===== src/rtl/itt_pkg.sv =====
`timescale 1ns / 1ps
`default_nettype none

package itt_pkg;

    localparam int unsigned MAX_SECTIONS  = 256;
    localparam int unsigned MAX_VARIABLES = 256;
    localparam int unsigned MAX_TEXT_LEN  = 256;

    localparam int unsigned LIMIT_W     = 9;
    localparam logic [LIMIT_W-1:0] LIMIT_RESET = 9'd256;
    localparam int unsigned ADDR_W      = 5;
    localparam int unsigned Q_DEPTH     = 8;
    localparam int unsigned MAX_EVENTS  = 3;
    localparam int unsigned EVCNT_W     = 2;

    localparam logic [7:0] CH_NUL    = 8'h00;
    localparam logic [7:0] CH_NL     = 8'h0A;
    localparam logic [7:0] CH_HASH   = 8'h23;
    localparam logic [7:0] CH_DOLLAR = 8'h24;
    localparam logic [7:0] CH_DOT    = 8'h2E;
    localparam logic [7:0] CH_SEMI   = 8'h3B;
    localparam logic [7:0] CH_EQUAL  = 8'h3D;
    localparam logic [7:0] CH_LBRACK = 8'h5B;
    localparam logic [7:0] CH_RBRACK = 8'h5D;
    localparam logic [7:0] CH_UNDER  = 8'h5F;

    typedef enum logic [1:0] {
        M_IDLE,
        M_SECTION,
        M_VARIABLE,
        M_COMMENT
    } t_mode;

    typedef enum logic [2:0] {
        K_SECCHAR,
        K_SECEND,
        K_NAMECHAR,
        K_NAMEEND,
        K_VALCHAR,
        K_VALEND,
        K_TEXTEND,
        K_ERROR
    } t_kind;

    typedef enum logic [2:0] {
        REG_SECTION_LIMIT,
        REG_SECTION_NAME_LIMIT,
        REG_VARIABLE_LIMIT,
        REG_VARIABLE_NAME_LIMIT,
        REG_VARIABLE_VALUE_LIMIT
    } t_reg_idx;

    typedef struct packed {
        logic [LIMIT_W-1:0] section_limit;
        logic [LIMIT_W-1:0] section_name_limit;
        logic [LIMIT_W-1:0] variable_limit;
        logic [LIMIT_W-1:0] variable_name_limit;
        logic [LIMIT_W-1:0] variable_value_limit;
    } t_limits;

    typedef struct packed {
        t_kind       kind;
        logic [8:0]  section_index;
        logic [7:0]  variable_index;
        logic [7:0]  position;
        logic [7:0]  char_out;
        logic        last;
    } t_evt;

    typedef struct packed {
        logic [EVCNT_W-1:0]          cnt;
        t_evt [MAX_EVENTS-1:0]       ev;
    } t_step;

endpackage

`default_nettype wire


===== src/rtl/itt_core.sv =====
`timescale 1ns / 1ps
`default_nettype none

module itt_core
    import itt_pkg::*;
(
    input  wire logic    i_clk,
    input  wire logic    i_rst_n,
    input  wire logic    i_fire,
    input  wire logic [7:0] i_char,
    input  wire t_limits i_limits,
    output t_step        o_step
);

    t_mode      r_mode, n_mode;
    logic       r_value_side, n_value_side;
    logic [8:0] r_section_count, n_section_count;
    logic [8:0] r_variable_count, n_variable_count;
    logic [7:0] r_char_position, n_char_position;
    logic       r_discard, n_discard;

    logic [8:0] w_sec_cap, w_sec_name_cap, w_var_cap, w_name_cap, w_val_cap, w_var_lim;
    logic [8:0] w_sec_idx, w_pos_next;
    logic [7:0] w_cur_var, w_new_var;
    logic       w_is_comment, w_starts_var, w_line_end;
    logic       w_sec_full, w_var_reject, w_fits_sec, w_fits_var, w_fits_first;

    logic [EVCNT_W-1:0]    w_cnt;
    t_evt [MAX_EVENTS-1:0] w_ev;

    function automatic logic [8:0] cap_limit(input logic [8:0] lim, input int unsigned max_v);
        if (32'(lim) < max_v) begin
            return lim;
        end
        return max_v[8:0];
    endfunction

    function automatic t_evt mk_evt(input t_kind kind, input logic [8:0] sec,
                                    input logic [7:0] var_i, input logic [7:0] pos,
                                    input logic [7:0] ch);
        t_evt e;
        e.kind           = kind;
        e.section_index  = sec;
        e.variable_index = var_i;
        e.position       = pos;
        e.char_out       = ch;
        e.last           = 1'b0;
        return e;
    endfunction

    assign w_sec_cap      = cap_limit(i_limits.section_limit, MAX_SECTIONS);
    assign w_sec_name_cap = cap_limit(i_limits.section_name_limit, MAX_TEXT_LEN);
    assign w_var_cap      = cap_limit(i_limits.variable_limit, MAX_VARIABLES);
    assign w_name_cap     = cap_limit(i_limits.variable_name_limit, MAX_TEXT_LEN);
    assign w_val_cap      = cap_limit(i_limits.variable_value_limit, MAX_TEXT_LEN);
    assign w_var_lim      = r_value_side ? w_val_cap : w_name_cap;

    assign w_sec_idx  = (r_section_count == '0) ? '0 : r_section_count - 9'd1;
    assign w_cur_var  = (r_variable_count == '0) ? '0 : 8'(r_variable_count - 9'd1);
    assign w_new_var  = r_variable_count[7:0];
    assign w_pos_next = {1'b0, r_char_position} + 9'd1;

    assign w_is_comment = (i_char == CH_SEMI) || (i_char == CH_HASH);
    assign w_starts_var = ((i_char >= 8'h61) && (i_char <= 8'h7A)) ||
                          ((i_char >= 8'h41) && (i_char <= 8'h5A)) ||
                          (i_char == CH_UNDER) || (i_char == CH_DOT) || (i_char == CH_DOLLAR);
    assign w_line_end   = (i_char == CH_NL) || (i_char == CH_NUL) || w_is_comment;

    assign w_sec_full   = r_section_count >= w_sec_cap;
    assign w_var_reject = (r_section_count == '0) || (r_variable_count >= w_var_cap);
    assign w_fits_sec   = w_pos_next < w_sec_name_cap;
    assign w_fits_var   = w_pos_next < w_var_lim;
    assign w_fits_first = 9'd1 < w_name_cap;

    always_comb begin
        n_mode           = r_mode;
        n_value_side     = r_value_side;
        n_section_count  = r_section_count;
        n_variable_count = r_variable_count;
        n_char_position  = r_char_position;
        n_discard        = r_discard;
        case (r_mode)
            M_IDLE: begin
                if (i_char == CH_LBRACK) begin
                    n_mode          = M_SECTION;
                    n_char_position = '0;
                    if (w_sec_full) begin
                        n_discard = 1'b1;
                    end else begin
                        n_discard        = 1'b0;
                        n_section_count  = r_section_count + 9'd1;
                        n_variable_count = '0;
                    end
                end else if (w_starts_var) begin
                    n_mode          = M_VARIABLE;
                    n_value_side    = 1'b0;
                    n_char_position = '0;
                    if (w_var_reject) begin
                        n_discard = 1'b1;
                    end else begin
                        n_discard        = 1'b0;
                        n_variable_count = r_variable_count + 9'd1;
                        if (w_fits_first) begin
                            n_char_position = 8'd1;
                        end
                    end
                end else if (w_is_comment) begin
                    n_mode = M_COMMENT;
                end else if (i_char == CH_NUL) begin
                    n_section_count  = '0;
                    n_variable_count = '0;
                end
            end
            M_SECTION: begin
                if ((i_char == CH_RBRACK) || (i_char == CH_NUL)) begin
                    n_char_position = '0;
                    n_discard       = 1'b0;
                    n_mode          = M_IDLE;
                    if (i_char == CH_NUL) begin
                        n_value_side     = 1'b0;
                        n_section_count  = '0;
                        n_variable_count = '0;
                    end
                end else if (!r_discard && w_fits_sec) begin
                    n_char_position = w_pos_next[7:0];
                end
            end
            M_VARIABLE: begin
                if (w_line_end) begin
                    n_value_side    = 1'b0;
                    n_char_position = '0;
                    n_discard       = 1'b0;
                    n_mode          = w_is_comment ? M_COMMENT : M_IDLE;
                    if (i_char == CH_NUL) begin
                        n_section_count  = '0;
                        n_variable_count = '0;
                    end
                end else if ((i_char == CH_EQUAL) && !r_value_side) begin
                    n_value_side    = 1'b1;
                    n_char_position = '0;
                end else if (!r_discard && w_fits_var) begin
                    n_char_position = w_pos_next[7:0];
                end
            end
            default: begin
                if (i_char == CH_NL) begin
                    n_mode = M_IDLE;
                end else if (i_char == CH_NUL) begin
                    n_mode           = M_IDLE;
                    n_value_side     = 1'b0;
                    n_section_count  = '0;
                    n_variable_count = '0;
                    n_char_position  = '0;
                    n_discard        = 1'b0;
                end
            end
        endcase
    end

    always_comb begin
        w_cnt = '0;
        w_ev  = '0;
        case (r_mode)
            M_IDLE: begin
                if (i_char == CH_LBRACK) begin
                    if (w_sec_full) begin
                        w_ev[w_cnt] = mk_evt(K_ERROR, w_sec_idx, w_cur_var, '0, i_char);
                        w_cnt       = w_cnt + 2'd1;
                    end
                end else if (w_starts_var) begin
                    if (w_var_reject) begin
                        w_ev[w_cnt] = mk_evt(K_ERROR, w_sec_idx, w_cur_var, '0, i_char);
                    end else if (w_fits_first) begin
                        w_ev[w_cnt] = mk_evt(K_NAMECHAR, w_sec_idx, w_new_var, '0, i_char);
                    end else begin
                        w_ev[w_cnt] = mk_evt(K_ERROR, w_sec_idx, w_new_var, '0, i_char);
                    end
                    w_cnt = w_cnt + 2'd1;
                end else if (!w_is_comment && (i_char == CH_NUL)) begin
                    w_ev[w_cnt] = mk_evt(K_TEXTEND, r_section_count, '0, '0, '0);
                    w_cnt       = w_cnt + 2'd1;
                end
            end
            M_SECTION: begin
                if ((i_char == CH_RBRACK) || (i_char == CH_NUL)) begin
                    if (!r_discard) begin
                        w_ev[w_cnt] = mk_evt(K_SECEND, w_sec_idx, w_cur_var,
                                             r_char_position, '0);
                        w_cnt       = w_cnt + 2'd1;
                    end
                    if (i_char == CH_NUL) begin
                        w_ev[w_cnt] = mk_evt(K_TEXTEND, r_section_count, '0, '0, '0);
                        w_cnt       = w_cnt + 2'd1;
                    end
                end else if (!r_discard) begin
                    if (w_fits_sec) begin
                        w_ev[w_cnt] = mk_evt(K_SECCHAR, w_sec_idx, w_cur_var,
                                             r_char_position, i_char);
                    end else begin
                        w_ev[w_cnt] = mk_evt(K_ERROR, w_sec_idx, w_cur_var,
                                             r_char_position, i_char);
                    end
                    w_cnt = w_cnt + 2'd1;
                end
            end
            M_VARIABLE: begin
                if (w_line_end) begin
                    if (!r_discard) begin
                        if (!r_value_side) begin
                            w_ev[w_cnt] = mk_evt(K_NAMEEND, w_sec_idx, w_cur_var,
                                                 r_char_position, '0);
                            w_cnt       = w_cnt + 2'd1;
                            w_ev[w_cnt] = mk_evt(K_VALEND, w_sec_idx, w_cur_var, '0, '0);
                        end else begin
                            w_ev[w_cnt] = mk_evt(K_VALEND, w_sec_idx, w_cur_var,
                                                 r_char_position, '0);
                        end
                        w_cnt = w_cnt + 2'd1;
                    end
                    if (i_char == CH_NUL) begin
                        w_ev[w_cnt] = mk_evt(K_TEXTEND, r_section_count, '0, '0, '0);
                        w_cnt       = w_cnt + 2'd1;
                    end
                end else if ((i_char == CH_EQUAL) && !r_value_side) begin
                    if (!r_discard) begin
                        w_ev[w_cnt] = mk_evt(K_NAMEEND, w_sec_idx, w_cur_var,
                                             r_char_position, '0);
                        w_cnt       = w_cnt + 2'd1;
                    end
                end else if (!r_discard) begin
                    if (w_fits_var) begin
                        w_ev[w_cnt] = mk_evt(r_value_side ? K_VALCHAR : K_NAMECHAR, w_sec_idx,
                                             w_cur_var, r_char_position, i_char);
                    end else begin
                        w_ev[w_cnt] = mk_evt(K_ERROR, w_sec_idx, w_cur_var,
                                             r_char_position, i_char);
                    end
                    w_cnt = w_cnt + 2'd1;
                end
            end
            default: begin
                if ((i_char != CH_NL) && (i_char == CH_NUL)) begin
                    w_ev[w_cnt] = mk_evt(K_TEXTEND, r_section_count, '0, '0, '0);
                    w_cnt       = w_cnt + 2'd1;
                end
            end
        endcase
        if (w_cnt != '0) begin
            w_ev[w_cnt - 2'd1].last = 1'b1;
        end
    end

    assign o_step = {w_cnt, w_ev};

    always_ff @(posedge i_clk) begin
        if (!i_rst_n) begin
            r_mode           <= M_IDLE;
            r_value_side     <= 1'b0;
            r_section_count  <= '0;
            r_variable_count <= '0;
            r_char_position  <= '0;
            r_discard        <= 1'b0;
        end else if (i_fire) begin
            r_mode           <= n_mode;
            r_value_side     <= n_value_side;
            r_section_count  <= n_section_count;
            r_variable_count <= n_variable_count;
            r_char_position  <= n_char_position;
            r_discard        <= n_discard;
        end
    end

endmodule

`default_nettype wire


===== src/rtl/itt_fifo.sv =====
`timescale 1ns / 1ps
`default_nettype none

module itt_fifo
    import itt_pkg::*;
#(
    parameter int unsigned DEPTH = Q_DEPTH
)(
    input  wire logic  i_clk,
    input  wire logic  i_rst_n,
    input  wire logic  i_push,
    input  wire t_step i_step,
    input  wire logic  i_stall,
    output logic       o_no_room,
    output logic       o_valid,
    output t_evt       o_evt
);

    localparam int unsigned PTR_W = $clog2(DEPTH);
    localparam int unsigned CNT_W = $clog2(DEPTH + 1);

    t_evt                r_q [DEPTH];
    logic [PTR_W-1:0]    r_rd, r_wr, n_rd, n_wr;
    logic [CNT_W-1:0]    r_count, n_count;
    logic [EVCNT_W-1:0]  w_push_n;
    logic                w_pop;

    function automatic logic [PTR_W-1:0] wrap_add(input logic [PTR_W-1:0] p,
                                                  input logic [EVCNT_W-1:0] k);
        logic [PTR_W:0] s;
        s = {1'b0, p} + (PTR_W+1)'(k);
        if (s >= (PTR_W+1)'(DEPTH)) begin
            s = s - (PTR_W+1)'(DEPTH);
        end
        return s[PTR_W-1:0];
    endfunction

    assign w_push_n  = i_push ? i_step.cnt : '0;
    assign o_valid   = (r_count != '0);
    assign w_pop     = o_valid && !i_stall;
    assign o_no_room = (r_count > CNT_W'(DEPTH - MAX_EVENTS));
    assign o_evt     = r_q[r_rd];

    assign n_wr    = wrap_add(r_wr, w_push_n);
    assign n_rd    = w_pop ? wrap_add(r_rd, EVCNT_W'(1)) : r_rd;
    assign n_count = r_count + CNT_W'(w_push_n) - CNT_W'(w_pop);

    always_ff @(posedge i_clk) begin
        for (int k = 0; k < MAX_EVENTS; k++) begin
            if (k < int'(w_push_n)) begin
                r_q[wrap_add(r_wr, EVCNT_W'(k))] <= i_step.ev[k];
            end
        end
    end

    always_ff @(posedge i_clk) begin
        if (!i_rst_n) begin
            r_rd    <= '0;
            r_wr    <= '0;
            r_count <= '0;
        end else begin
            r_rd    <= n_rd;
            r_wr    <= n_wr;
            r_count <= n_count;
        end
    end

endmodule

`default_nettype wire


===== src/rtl/ini_text_tokenizer.sv =====
`timescale 1ns / 1ps
`default_nettype none
// INI text tokenizer. Text bytes enter on the input channel (i_valid, o_stall,
// i_char_in), one item per byte, and a zero byte ends the text. Each byte gives
// zero to three result items on the output channel (o_valid, i_stall and the
// o_* fields), with o_last marking the final result of a byte.
// A byte is decoded in the cycle it is accepted, and its results are written
// into a result queue of QUEUE_DEPTH entries at that edge and presented in
// order from its head. One byte can be accepted every cycle while o_stall is
// low. The output port delivers one result per cycle while i_stall is low,
// so bytes that give two or three results each are paced by the queue drain.
// o_stall rises when the queue has fewer free entries than the three results
// one byte may give. While i_stall is high the head result holds and the
// queue fills until o_stall rises; nothing is lost.
// The user writes the five limit registers over the APB port only while the
// block is idle; the block does not enforce it. Synchronous reset clears the
// parser state and queue, sets all limits to 256 and takes bytes right after.
module ini_text_tokenizer
    import itt_pkg::*;
#(
    parameter int unsigned QUEUE_DEPTH = Q_DEPTH
)(
    input  wire logic              i_clk,
    input  wire logic              i_rst_n,
    input  wire logic              psel,
    input  wire logic              penable,
    input  wire logic              pwrite,
    input  wire logic [ADDR_W-1:0] paddr,
    input  wire logic [31:0]       pwdata,
    output logic [31:0]            prdata,
    output logic                   pready,
    input  wire logic              i_valid,
    output logic                   o_stall,
    input  wire logic [7:0]        i_char_in,
    output logic                   o_valid,
    input  wire logic              i_stall,
    output logic [2:0]             o_kind,
    output logic [8:0]             o_section_index,
    output logic [7:0]             o_variable_index,
    output logic [7:0]             o_position,
    output logic [7:0]             o_char_out,
    output logic                   o_last
);

    t_limits  r_limits;
    t_reg_idx w_reg_idx;
    logic     w_fire;
    t_step    w_step;
    t_evt     w_evt;

    assign pready    = 1'b1;
    assign w_reg_idx = t_reg_idx'(paddr[ADDR_W-1:2]);
    assign w_fire    = i_valid && !o_stall;

    always_ff @(posedge i_clk) begin
        if (!i_rst_n) begin
            r_limits.section_limit        <= LIMIT_RESET;
            r_limits.section_name_limit   <= LIMIT_RESET;
            r_limits.variable_limit       <= LIMIT_RESET;
            r_limits.variable_name_limit  <= LIMIT_RESET;
            r_limits.variable_value_limit <= LIMIT_RESET;
        end else if (psel && penable && pwrite && pready) begin
            case (w_reg_idx)
                REG_SECTION_LIMIT:        r_limits.section_limit <= pwdata[LIMIT_W-1:0];
                REG_SECTION_NAME_LIMIT:   r_limits.section_name_limit <= pwdata[LIMIT_W-1:0];
                REG_VARIABLE_LIMIT:       r_limits.variable_limit <= pwdata[LIMIT_W-1:0];
                REG_VARIABLE_NAME_LIMIT:  r_limits.variable_name_limit <= pwdata[LIMIT_W-1:0];
                REG_VARIABLE_VALUE_LIMIT: r_limits.variable_value_limit <= pwdata[LIMIT_W-1:0];
                default: begin
                end
            endcase
        end
    end

    always_comb begin
        case (w_reg_idx)
            REG_SECTION_LIMIT:        prdata = 32'(r_limits.section_limit);
            REG_SECTION_NAME_LIMIT:   prdata = 32'(r_limits.section_name_limit);
            REG_VARIABLE_LIMIT:       prdata = 32'(r_limits.variable_limit);
            REG_VARIABLE_NAME_LIMIT:  prdata = 32'(r_limits.variable_name_limit);
            REG_VARIABLE_VALUE_LIMIT: prdata = 32'(r_limits.variable_value_limit);
            default:                  prdata = '0;
        endcase
    end

    itt_core u_core (
        .i_clk    (i_clk),
        .i_rst_n  (i_rst_n),
        .i_fire   (w_fire),
        .i_char   (i_char_in),
        .i_limits (r_limits),
        .o_step   (w_step)
    );

    itt_fifo #(
        .DEPTH (QUEUE_DEPTH)
    ) u_fifo (
        .i_clk     (i_clk),
        .i_rst_n   (i_rst_n),
        .i_push    (w_fire),
        .i_step    (w_step),
        .i_stall   (i_stall),
        .o_no_room (o_stall),
        .o_valid   (o_valid),
        .o_evt     (w_evt)
    );

    assign o_kind           = w_evt.kind;
    assign o_section_index  = w_evt.section_index;
    assign o_variable_index = w_evt.variable_index;
    assign o_position       = w_evt.position;
    assign o_char_out       = w_evt.char_out;
    assign o_last           = w_evt.last;

`ifndef SYNTHESIS
    a_textend_form: assert property (@(posedge i_clk) disable iff (!i_rst_n)
        (o_valid && o_kind == K_TEXTEND) |->
        (o_last && o_variable_index == '0 && o_position == '0 && o_char_out == '0))
        else $error("text end result malformed");

    a_term_zero: assert property (@(posedge i_clk) disable iff (!i_rst_n)
        (o_valid && (o_kind == K_SECEND || o_kind == K_NAMEEND || o_kind == K_VALEND))
        |-> (o_char_out == '0))
        else $error("terminator carries a character");

    a_nul_emits: assert property (@(posedge i_clk) disable iff (!i_rst_n)
        (w_fire && i_char_in == CH_NUL) |-> (w_step.cnt != '0))
        else $error("zero byte gave no result");
`endif

endmodule

`default_nettype wire


===== config.mk =====
export PLATFORM = sky130hd
export DESIGN_NAME = ini_text_tokenizer
export DESIGN_NICKNAME = d
export VERILOG_FILES = /design/src/rtl/itt_pkg.sv /design/src/rtl/itt_core.sv /design/src/rtl/itt_fifo.sv /design/src/rtl/ini_text_tokenizer.sv
export SDC_FILE = /design/constraint.sdc
export NUM_CORES = 1
export LEC_CHECK = 0
export BUFFER_PORTS_ARGS = -buffer_cell sky130_fd_sc_hd__buf_4
export CORE_ASPECT_RATIO = 1.1
export CORE_MARGIN = 2
export CORE_UTILIZATION = 30
export CTS_CLUSTER_SIZE = 14
export DETAILED_ROUTE_END_ITERATION = 8
export HOLD_SLACK_MARGIN = 0.02
export PLACE_DENSITY = 0.49
export SKIP_LAST_GASP = 1
export SYNTH_ARGS = -nofsm -noshare
export SYNTH_HDL_FRONTEND = slang
export SYNTH_SLANG_ARGS = --single-unit

===== constraint.sdc =====
create_clock -name i_clk -period 15.2 [get_ports i_clk]
set_clock_uncertainty 0.2 [all_clocks]
set_input_delay 0.76 -clock i_clk [delete_from_list [all_inputs] [get_ports i_clk]]
set_output_delay 0.76 -clock i_clk [all_outputs]
set_load 0.005 [all_outputs]

After elaboration in Yosys (flattened, before gate mapping) --
Memories as Yosys holds them, arrays and structs flattened. A register that Yosys moved wholly into a read port is not among the register bits. Index checks and enable logic that the tools add are counted.
Storage, ports and cells: memories 1, bits in writable memories 296, output and inout port bits 72, register bits 85, logic and storage cells 296
Cells by class: eq/ne operators 31, muxes and demuxes 153, $lt $le $gt $ge 29, reduce and logical (&&, ||, !) cells 48, $add $sub $neg 20
Memories:
- u_fifo.r_q | depth 8, bits a word 37, read ports 1, clocked after memory_dff 1, write ports 3, RTL line itt_fifo.sv:22 | t_evt r_q [DEPTH];
Operator list (count):
- two-way mux 37 bit | 20
- two-way mux 74 bit | 5
- bitwise mux 111 bit | 3
- two-way mux 111 bit | 3
- two-way mux 9 bit | 29
- demux 37 bit (select 2 bit) | 3
- one-hot mux 74 bit (2 select lines) | 1
- one-hot mux 37 bit (3 select lines) | 1
- two-way mux 8 bit | 11
- one-hot mux 9 bit (3 select lines) | 2
- two-way mux 2 bit | 23
- < comparator 9 bit (second input constant) | 5
- one-hot mux 9 bit (5 select lines) | 1
- == test 8 x 6 -> 1 bit (second input constant) | 5
- two-way mux 36 bit | 1
- two-way mux 35 bit | 1
- two-way mux 1 bit | 33
- two-way mux 3 bit | 11
- == test 8 x 7 -> 1 bit (second input constant) | 3
- one-hot mux 8 bit (3 select lines) | 1
- adder 9 x 1 -> 9 bit (second input constant) | 2
- greater-or-equal comparator 9 bit | 2
- zero test 9 bit | 2
- < comparator 9 bit | 2
- other kinds (49) | 111

Logic depth before layout (Yosys ltp) --
word-level depth 20, mapped depth 16, mapped depth without buffers 14

By module --
Synthesis repeated with hierarchy kept, for this count alone.
Unflattened totals: cell total of the unflattened synthesis 2960, area total of the unflattened synthesis 25694.6 sq um
By module, submodules not included:
- itt_fifo | cells each 1971, area an instance 18373.9 sq um, seq. area each 9148.8 sq um, times used 1
- itt_core | cells each 749, area an instance 5068.6 sq um, seq. area each 600.6 sq um, times used 1
- ini_text_tokenizer | cells each 240, area an instance 2252.2 sq um, seq. area each 900.9 sq um, times used 1

Least setup slack after synthesis --
OpenSTA, ideal clock, no wires.
path kind input -> register, from in i_char_in[2], to mem u_fifo.r_q[1][0] (netlist name) (enable), buffers on the path 4, cell stages on the path 13, arrival 5.794 ns, setup slack 8.719 ns, cells stage by stage buf_2 nor4_2 and3_1 buf_4 clkinv_1 clkbuf_1 ha_1 inv_1 a22oi_1 buf_2 a32oi_1 nand3_1 o31ai_1
RTL lines:
- start: declaration | RTL line ini_text_tokenizer.sv:34 | input wire logic [7:0] i_char_in,
- end: declaration | RTL line itt_fifo.sv:22

==> metrics.md <==
| Metric | Value |
|---|---|
| Combinational power share | 0.237 |
| Max clock buf depth | 3 |
| Final Hold Fails | 0 |
| Max incr delay on CP | 0.89 ns |
| Global-route wire length before repair | 109000 um |
| Post-layout net count | 2199 |
| Share of cells above drive strength 1 | 0.169 |
| DIE WIDTH | 263 um |
| Post-DP HPWL | 47000 um |
| Clk_lat worst skew | 0.59 ns |
| Multi-input logic area | 10700 um^2 |
| H-tree depth | 2 |
| First-pass detailed-route iteration total | 6 |
| CP Class | primary input to register |
| WP data arrival | 6.00 ns |
| Worst-path clk slew | 0.06 ns |
| Register area | 10700 um^2 |
| Routed wire length | 72400 um |
| Post-CTS Setup Bufs | 0 |
| Wire per inst | 23.5 um |
| Number of port buffers | 74 |
| IO Pins | 124 |
| Max Slew Vio Count | 0 |
| Unique masters post-synth | 104 |
| Mapped Area | 22200 um^2 |
| DIE AREA | 76100 um^2 |
| CP max-delay cell | a22oi_1 |
| Int Pwr | 2050 uW |
| Clk root buf | clkbuf_16 |
| Vias post-DR | 17325 |
| EDFF count, synth | 296 |
| Pleak | 0.00897 uW |
| Worst-path fanout max | 18 |
| Cell count after synthesis | 2089 |
| CP Launch Type | primary input |
| HP Class | primary input to register |
| Sw power | 889 uW |
| Clock power frac | 0.339 |
| Fmax achieved | 0.173 GHz |
| Initial antenna violation count | 1 |
| Vias in the first global route | 17193 |
| Top FF cell, synth | edfxtp_1 |
| Synthesis-stage register bit count | 384 |
| FFs w/ async S/R, synth | 0 |
| Core area | 73100 um^2 |
| Tmin final | 5.77 ns |
| Post-synth top cells | edfxtp_1 (296), nor2_1 (293), nand2_1 (168) |
| Post-route clock period utilization | 0.380 |
| Placer Congestion | 0.875 |
| Initial core utilization | 0.303 |
| Remaining Overflow, GRT | 0 |
| Top cells by area, synth | edfxtp_1 (40%), dfxtp_1 (8.0%), mux4_2 (7.6%) |
| Post-route DRC violation count | 0 |
| Iter 0 DRT Violations | 1522 |
| TritonCTS clock tree | done |
| YS warnings | 0 |
| R2r setup slk | 9.92 ns |
| Fillers | 7381 |
| Status | finished clean |
| Num Clock Sinks | 384 |
| Antenna Cells | 0 |
| P per Cell Area | 118 nW/um^2 |
| Setup TNS | 0 ns |
| Max-slew headroom | 0.110 |
| Worst Tran Pin Value | 1.32 ns |
| Register area share after synthesis | 0.481 |
| Maximum VDD drop | 81.5 uV |
| Reg power frac | 0.424 |
| Synth Area per Inst | 10.6 um^2 |
| Cts repair resizes | 0 |
| Largest net degree at the start of global routing | 73 |
| Area leader, netlist | edfxtp_1 |
| Worst endpoint required time | 15.43 ns |
| Most frequent cell after synthesis | edfxtp_1 |
| CTS Buf Count | 43 |
| CP endpoint kind | register |
| Max_cap viols | 0 |
| CTS Hold Bufs | 0 |
| Critical Path, Cell by Cell | buf_4 -> nor4_2 -> and3_1 -> buf_4 -> clkinv_1 -> ha_1 -> inv_1 -> a22oi_1 -> a211o_1 -> buf_4 -> nand2_1 -> o22ai_1 |
| Vias per cell | 5.63 |
| Rows | 104 |
| All-layer global routing usage | 0.188 |
| DIE HEIGHT | 289 um |
| CP most frequent cell | buf_4 |
| # setup viols final | 0 |
| Yosys top cell area share | 0.401 |
| Dpl ws | 8.92 ns |
| Setup ws final | 9.43 ns |
| DRT antenna net count | 0 |
| Synth-to-layout area growth | 12.3% |
| Net Sw Frac | 0.302 |
| Unrepaired setup endpoints after global routing | false |
[power groups by stage]
stage                     clock network (uW)  registers, uW  logic, uW
final                                    998           1250        697
after global routing                    1060           1260        760
after CTS                               1020           1250        705
after detailed placement                   0           1280        701
after global placement                     0           1270        694
after floorplan                            0           1220        497
[routing by layer]
layer | track usage | share of wire
met5 | 0 | 0.00011
met2 | 0.324 | 0.48
met3 | 0.0282 | 0.060
met4 | 0.0700 | 0.035
met1 | 0.240 | 0.42
[sequential cells by signal (all words and copies together), names as in the netlist, named ones only]
name                     count
u_fifo.r_q                 296
r_limits                    45
u_core.r_section_count       9
u_core.r_variable_count      9
u_core.r_char_position       8
u_fifo.r_count               4
u_fifo.r_rd                  3
u_fifo.r_wr                  3
u_core.r_mode                2
u_core.r_discard             1
u_core.r_value_side          1
[per-stage QoR]
stage	utilization	power, uW	cells	hold WS, ns	cell area, um^2
floorplan	-	1720	2111	0.245	22200
global placement	0.322	1970	3003	0.286	23600
detailed placement	0.322	1980	3003	0.288	23600
CTS	0.340	2980	3079	0.244	24900
global route	0.340	3080	3079	0.256	24900
finish	0.340	2940	3079	0.272	24900
[logic make-up after synthesis]
kind of cell,count (synthesis),synth area share
AO/OA/AOI/OAI,554,0.164
AND/OR/NAND/NOR,661,0.136
XOR/XNOR,21,0.00892
flip-flops,384,0.481
adder cells (fa/ha/maj),53,0.0306
multiplexers,197,0.134
buffers and inverters,217,0.0452
other,2,0.000339
[critical path: cells and delay by family]
family,cells,cell delay (ns)
buffers and inverters,5,1.47
AOI/OAI and AO/OA,3,1.93
adders and majority gates,1,0.53
and+or+nand+nor,3,1.26
[final timing paths]
| check | cells after the start | from | endpoint |
|---|---|---|---|
| setup / recovery | 12 | i_char_in[4] | u_fifo.r_q[1][17]$_SDFFCE_PP0P_ |
| hold / removal | 3 | pwdata[8] | r_limits[17]$_SDFFE_PN1P_ |
| hold reg to reg | 2 | r_limits[42]$_SDFFE_PN0P_ | r_limits[42]$_SDFFE_PN0P_ |
| setup reg to reg | 11 | u_core.r_section_count[0]$_SDFFE_PN0P_ | u_fifo.r_q[1][17]$_SDFFCE_PP0P_ |
[layout by cell type (no fill, tap or decap), drive strengths merged, types with 6 or more instances in the layout]
cell type / count
a211o: 9
a211oi: 16
a21oi: 151
a221oi: 12
a22oi: 27
a31oi: 20
and2: 17
and3: 13
buf: 112
clkbuf: 52
clkinv: 19
clkinvlp: 6
conb: 24
dfxtp: 88
edfxtp: 296
ha: 51
inv: 42
mux2: 49
mux2i: 73
mux4: 75
nand2: 171
nand2b: 15
nand3: 37
nand4: 11
nor2: 294
nor2b: 13
nor3: 42
nor4: 11
o2111ai: 8
o211ai: 19
o21a: 7
o21ai: 149
o221ai: 8
o22ai: 60
o31ai: 14
or3: 13
or4: 6
xnor2: 13
xor2: 7
[cell type report]
class,count,share of cell area
Multi-Input combinational cell,1510,0.430
Sequential cell,384,0.428
Tap cell,954,0.0480
Clock buffer,52,0.0459
Timing Repair Buffer,112,0.0338
Clock inverter,24,0.00759
Inverter,43,0.00649
No activity file was read; power rests on OpenSTA's default activity.
